[config.mk]
export PLATFORM = sky130hd
export DESIGN_NAME = keyed_shift_xor_hash
export DESIGN_NICKNAME = d
export VERILOG_FILES = /design/src/rtl/core/ksxh_pkg.sv /design/src/rtl/core/ksxh_round.sv /design/src/rtl/core/ksxh_ctrl.sv /design/src/rtl/core/keyed_shift_xor_hash.sv
export SDC_FILE = /design/constraint.sdc
export NUM_CORES = 1
export LEC_CHECK = 0
export BUFFER_PORTS_ARGS = -buffer_cell sky130_fd_sc_hd__buf_2
export CAP_MARGIN = 5
export CORE_MARGIN = 4
export CORE_UTILIZATION = 56
export DETAILED_ROUTE_END_ITERATION = 10
export PLACE_DENSITY_LB_ADDON = 0.25
export SETUP_SLACK_MARGIN = 0.05
export SYNTH_ARGS = -nofsm -noshare
export SYNTH_HDL_FRONTEND = slang
export SYNTH_SLANG_ARGS = --single-unit
[constraint.sdc]
create_clock -name clk -period 5.8 [get_ports clk]
set_input_delay 0.29 -clock clk [delete_from_list [all_inputs] [get_ports clk]]
set_output_delay 0.29 -clock clk [all_outputs]
set_load 0.005 [all_outputs]
[src/rtl/core/ksxh_pkg.sv]
// ----------------------------------------------------------------------------
// ksxh_pkg
// Shared types, constants and key ROM for the keyed shift/xor hash.
// ----------------------------------------------------------------------------
`default_nettype none

package ksxh_pkg;

  localparam int unsigned HASH_W    = 32;
  localparam int unsigned KEY_W     = 8;
  localparam int unsigned KEY_BYTES = 32;
  localparam int unsigned KEY_IDX_W = $clog2(KEY_BYTES);
  localparam int unsigned ROUNDS    = 2 * KEY_BYTES;
  localparam int unsigned ROUND_W   = $clog2(ROUNDS);

  localparam int unsigned SHIFT_A_LEFT  = 5;
  localparam int unsigned SHIFT_A_RIGHT = 2;
  localparam int unsigned SHIFT_B_RIGHT = 2;
  localparam int unsigned SHIFT_B_LEFT  = 3;

  localparam logic [KEY_W-1:0] KEY_ROM [KEY_BYTES] = '{
    "N", "T", "M", "4", "N", "2", "I", "2",
    "Y", "m", "F", "i", "O", "W", "I", "w",
    "N", "z", "g", "z", "Y", "m", "V", "i",
    "Y", "W", "F", "j", "Y", "j", "c", "2"
  };

  typedef enum logic [1:0] {
    ST_IDLE,
    ST_RUN,
    ST_DONE
  } ksxh_state_t;

  // Controls from the sequencer to the datapath.
  typedef struct packed {
    logic               load;   // capture seed into hash register
    logic               step;   // apply one round
    logic [ROUND_W-1:0] round;  // current round, MSB selects second pass
  } ksxh_ctrl_t;

  function automatic logic [KEY_W-1:0] key_byte(input logic [KEY_IDX_W-1:0] idx);
    return KEY_ROM[idx];
  endfunction

endpackage

`default_nettype wire

[src/rtl/core/ksxh_round.sv]
// ----------------------------------------------------------------------------
// ksxh_round
// Shared round unit: one hash round per use, pass chosen by round MSB.
// ----------------------------------------------------------------------------
`default_nettype none

module ksxh_round (
  input  wire logic [ksxh_pkg::HASH_W-1:0]  hash_i,
  input  wire logic [ksxh_pkg::ROUND_W-1:0] round_i,
  output logic      [ksxh_pkg::HASH_W-1:0]  hash_o
);
  import ksxh_pkg::*;

  logic [HASH_W-1:0] key_ext;
  logic [HASH_W-1:0] mix;
  logic              second_pass;

  assign second_pass = round_i[ROUND_W-1];
  assign key_ext = {{(HASH_W-KEY_W){1'b0}}, key_byte(round_i[KEY_IDX_W-1:0])};

  always_comb begin
    if (second_pass) begin
      mix = ((hash_i - key_ext) >> SHIFT_B_RIGHT) + (hash_i << SHIFT_B_LEFT);
    end else begin
      mix = (hash_i << SHIFT_A_LEFT) + key_ext + (hash_i >> SHIFT_A_RIGHT);
    end
  end

  assign hash_o = hash_i ^ mix;

endmodule

`default_nettype wire

[src/rtl/core/ksxh_ctrl.sv]
// ----------------------------------------------------------------------------
// ksxh_ctrl
// Sequencer: accepts a word, steps the round counter, holds the result.
// ----------------------------------------------------------------------------
`default_nettype none

module ksxh_ctrl (
  input  wire logic                clk,
  input  wire logic                rst_n,
  input  wire logic                in_tvalid,
  output logic                     in_tready,
  output logic                     out_tvalid,
  input  wire logic                out_tready,
  output ksxh_pkg::ksxh_ctrl_t     ctrl_o
);
  import ksxh_pkg::*;

  localparam logic [ROUND_W-1:0] LAST_ROUND = ROUND_W'(ROUNDS - 1);

  ksxh_state_t        state_r, state_nxt;
  logic [ROUND_W-1:0] round_r, round_nxt;

  always_ff @(posedge clk) begin
    if (!rst_n) begin
      state_r <= ST_IDLE;
      round_r <= '0;
    end else begin
      state_r <= state_nxt;
      round_r <= round_nxt;
    end
  end

  // next state
  always_comb begin
    state_nxt = state_r;
    round_nxt = round_r;
    unique case (state_r)
      ST_IDLE: begin
        round_nxt = '0;
        if (in_tvalid) state_nxt = ST_RUN;
      end
      ST_RUN: begin
        round_nxt = round_r + 1'b1;
        if (round_r == LAST_ROUND) state_nxt = ST_DONE;
      end
      ST_DONE: begin
        if (out_tready) state_nxt = ST_IDLE;
      end
      default: state_nxt = ST_IDLE;
    endcase
  end

  // outputs
  always_comb begin
    in_tready    = 1'b0;
    out_tvalid   = 1'b0;
    ctrl_o.load  = 1'b0;
    ctrl_o.step  = 1'b0;
    ctrl_o.round = round_r;
    unique case (state_r)
      ST_IDLE: begin
        in_tready   = 1'b1;
        ctrl_o.load = in_tvalid;
      end
      ST_RUN:  ctrl_o.step = 1'b1;
      ST_DONE: out_tvalid  = 1'b1;
      default: ;
    endcase
  end

endmodule

`default_nettype wire

[src/rtl/core/keyed_shift_xor_hash.sv]
// ----------------------------------------------------------------------------
// keyed_shift_xor_hash
// 32-bit seed to 32-bit digest over 64 keyed shift/add/xor rounds.
// ----------------------------------------------------------------------------
// The seed loads at the accept edge, then one round per cycle for 64
//   rounds. The single round unit is reused for every round, with one
//   word in flight: no new seed is accepted until the digest is taken.
// Reset: synchronous, active low; returns the sequencer to idle. The hash
//   register holds payload only and is not reset.
`default_nettype none

module keyed_shift_xor_hash (
  input  wire logic        clk,
  input  wire logic        rst_n,
  // input channel
  input  wire logic        in_tvalid,
  output logic             in_tready,
  input  wire logic [31:0] in_tdata,   // [31:0] seed
  // result channel
  output logic             out_tvalid,
  input  wire logic        out_tready,
  output logic [31:0]      out_tdata   // [31:0] digest
);
  import ksxh_pkg::*;

  ksxh_ctrl_t        ctrl;
  logic [HASH_W-1:0] hash_r, hash_nxt;
  logic [HASH_W-1:0] round_out;

  // Sequencer: idle -> 64 rounds -> hold result until taken.
  ksxh_ctrl u_ctrl (
    .clk        (clk),
    .rst_n      (rst_n),
    .in_tvalid  (in_tvalid),
    .in_tready  (in_tready),
    .out_tvalid (out_tvalid),
    .out_tready (out_tready),
    .ctrl_o     (ctrl)
  );

  // Shared round unit; first 32 rounds JS style, next 32 the second mix.
  ksxh_round u_round (
    .hash_i  (hash_r),
    .round_i (ctrl.round),
    .hash_o  (round_out)
  );

  always_comb begin
    hash_nxt = hash_r;
    if (ctrl.load) begin
      hash_nxt = in_tdata;
    end else if (ctrl.step) begin
      hash_nxt = round_out;
    end
  end

  // Hash register doubles as the output register while the word waits.
  always_ff @(posedge clk) begin
    hash_r <= hash_nxt;
  end

  assign out_tdata = hash_r;

endmodule

`default_nettype wire

==> results.sh <==
export IMPL_crit_path_end_kind="flop"
export IMPL_ctsHoldBuffers=0
export IMPL_r2r_cells=25
export IMPL_max_slew_margin_rel_pct=21.5
export IMPL_skew_ns=0.0165
export IMPL_yosysWarnings=0
export IMPL_synthArstFlopShare_pct=0
export IMPL_drtIter0Drc=852
export IMPL_crit_slowest_cell="mux4_2"
export IMPL_postRouteAntennaNets=0
export IMPL_crit_type="reg -> reg"
export IMPL_finalSetupViolCount=0
export IMPL_postLayoutCellArea_um2=9080
export IMPL_vias=7693
export IMPL_wire_per_inst_um=18.8
export IMPL_grt_ovfl_total=0
export IMPL_htree_levels=2
export IMPL_tightest_slew_ns=1.17
export IMPL_crit_fanout=5
export IMPL_syn_area_per_cell_um2=7.76
export IMPL_synth_top_area_share_pct=17.1
export IMPL_fp_dieW_um=121
export IMPL_placed_cells=1205
export IMPL_ios=70
export IMPL_yosys_most_used_dff="edfxtp_1"
export IMPL_grt_pass1_vias=6892
export IMPL_clk_pin_slew_ns=0.08
export IMPL_track_usage_pct=30.1
export IMPL_fmax_mhz=173
export IMPL_yosys_area_top_type="ha_1"
export IMPL_use_met2_pct=45.3
export IMPL_finalCriticalPeriod_ns=5.78
export IMPL_synth_seq_area_share_pct=15.6
export IMPL_die_height_um=121
export IMPL_antenna_found_initial=0
export IMPL_drv_slew=0
export IMPL_whs_ns=0.252
export IMPL_cts_buffers=5
export IMPL_max_stage_delay_ns=0.46
export IMPL_viasPerCell=6.21
export IMPL_start_util_pct=57.1
export IMPL_first_pass_iters=5
export IMPL_busiest_layer="met2"
export IMPL_holdPathStages=3
export IMPL_synth_nets=1062
export IMPL_place_area_um2=8220
export IMPL_met3_usage_pct=5.64
export IMPL_totalWireLength_um=23300
export IMPL_synth_area_leaders="ha_1, edfxtp_1, xnor2_1"
export IMPL_insertedDiodeCount=0
export IMPL_status="finished clean"
export IMPL_num_rows=41
export IMPL_drv_cap=0
export IMPL_ys_ff_latch=40
export IMPL_nets=1203
export IMPL_fp_coreArea_um2=12600
export IMPL_min_path_type="in -> reg"
export IMPL_instances_no_fill=1238
export IMPL_dieArea_um2=14700
export IMPL_drc=0
export IMPL_syn_area_um2=7170
export IMPL_grt_pass1_wl_um=35500
export IMPL_fin_crit_sh_pct=99.6
export IMPL_worstPathRequired_ns=5.84
export IMPL_place_congestion=0.984
export IMPL_clockRootBuffer="clkbuf_16"
export IMPL_clkLatencyLatePin_ns=0.32
export IMPL_crit_arrival_ns=5.82
export IMPL_grt_met1_usage_pct=44.5
export IMPL_port_buffers=69
export IMPL_cts_tree="yes"
export IMPL_grt_max_degree=56
export IMPL_yosysUniqueCellTypes=75
export IMPL_place_hpwl_um=16500
export IMPL_start_kind="flop"
export IMPL_drive_gt1_share_pct=26.8
export IMPL_synth_edf_count=32
export IMPL_hold_viol=0
export IMPL_grt_setup_unrepaired="true"
export IMPL_areaGrowthSynthToFinish_pct=26.6
export IMPL_syn_inst=924
export IMPL_clk_path_buf_depth=2
export IMPL_cts_num_sinks=40
area by class of cell:
cell class | instances | area (um2)
inverters | 40 | 163
flip-flops and latches | 40 | 1130
fillers | 1005 | 3490
multi-input cells | 799 | 6220
clock buffers | 6 | 150
repair buffers | 179 | 1190
well taps | 172 | 215
clock inverters | 2 | 15.0
synthesized netlist by cell type (all sizes together), types with 4 or more instances:
cell type / count
or2: 6
fa: 4
a21oi: 70
mux2: 5
inv: 40
a311o: 4
nand2b: 16
a221oi: 4
a31oi: 10
nand3: 27
buf: 8
or3: 13
a41oi: 4
o211ai: 10
xnor2: 56
nor4b: 5
o31ai: 9
a21o: 28
a211oi: 15
nand4: 7
ha: 98
nor4: 5
a211o: 8
a311oi: 4
nor3: 32
edfxtp: 32
o21ai: 72
dfxtp: 8
a2111oi: 4
xor2: 24
nor2b: 20
nand2: 85
and2: 10
nor2: 58
and3: 7
clkbuf: 37
nand3b: 4
o21a: 11
mux2i: 14
per-layer routing:
metal,share of wire [%],wire [um],up-vias
met1,45,10400,3542
met5,0,0,-
met3,9.1,2120,51
li1,-,-,3740
met4,2.3,539,0
met2,44,10200,360
worst max-delay path, delay by kind of cell, from the launching register on:
| family | cells | cell delay, ns |
|---|---|---|
| AO/OA/AOI/OAI | 9 | 1.78 |
| XOR/XNOR | 2 | 0.26 |
| adder cells (fa/ha/maj) | 3 | 0.76 |
| buffers and inverters | 3 | 0.31 |
| flip-flops | 1 | 0.36 |
| multiplexers | 2 | 0.63 |
| AND/OR/NAND/NOR | 6 | 1.41 |
flip-flops by register name, indices dropped and copies added, names as in the netlist:
| name | count |
|---|---|
| out_tdata | 32 |
| u_ctrl.round_r | 6 |
| u_ctrl.state_r | 2 |
cells by family after synthesis:
logic type | share of synthesized area [%]
buffers and inverters | 4.73
muxes | 3.37
AOI/OAI and AO/OA | 27.0
adders and majority gates | 18.2
and+or+nand+nor | 21.3
xor gates and xnor gates | 9.77
DFF | 15.6
worst paths after layout:
check / from / to / slack, ns
worst min register to register: u_ctrl.state_r[0]$_SDFFE_PN0P_ / u_ctrl.round_r[0]$_SDFFE_PN0P_ / 0.60
worst max register to register: u_ctrl.round_r[0]$_SDFFE_PN0P_ / out_tdata[29]$_DFFE_PP_ / 0.02
worst min-delay path: in_tdata[21] / out_tdata[21]$_DFFE_PP_ / 0.25
worst max-delay path: u_ctrl.round_r[0]$_SDFFE_PN0P_ / out_tdata[29]$_DFFE_PP_ / 0.02
repair_timing:
action	4_1_cts	5_1_grt
pin swaps	11	41
gates resized for setup	40	69
setup buffers	11	14
endpoints found under the setup margin	9	18
metrics by stage:
step / util, % / worst slack (ns) / setup TNS [ns]
CTS: 68.8 / 0.0153 / 0
global route: 72.2 / -0.288 / -1.43
floorplan: - / 0.0777 / 0
finish: 72.2 / 0.0238 / 0
detailed placement: 65.4 / -0.177 / -0.944
global placement: 65.4 / -0.0667 / -0.103
layout by cell type, fill, tap and decap left out, drive strengths merged, types with 6 or more instances in the layout:
cell type	count
o21ai	72
a211o	8
nand4	7
mux2i	14
clkbuf	6
a211oi	15
nand3	27
ha	98
inv	41
and2	10
and3	7
o211ai	10
nor2b	20
xor2	24
nand2b	16
o21a	11
buf	179
a31oi	10
or3	13
nor3	32
nand2	85
or2	6
dfxtp	8
o31ai	9
a21o	28
edfxtp	32
a21oi	70
nor2	58
xnor2	56
Power is left out: the tool's default activity adds up to more than one toggle a clock period on the data nets, which glitch-free logic cannot reach.
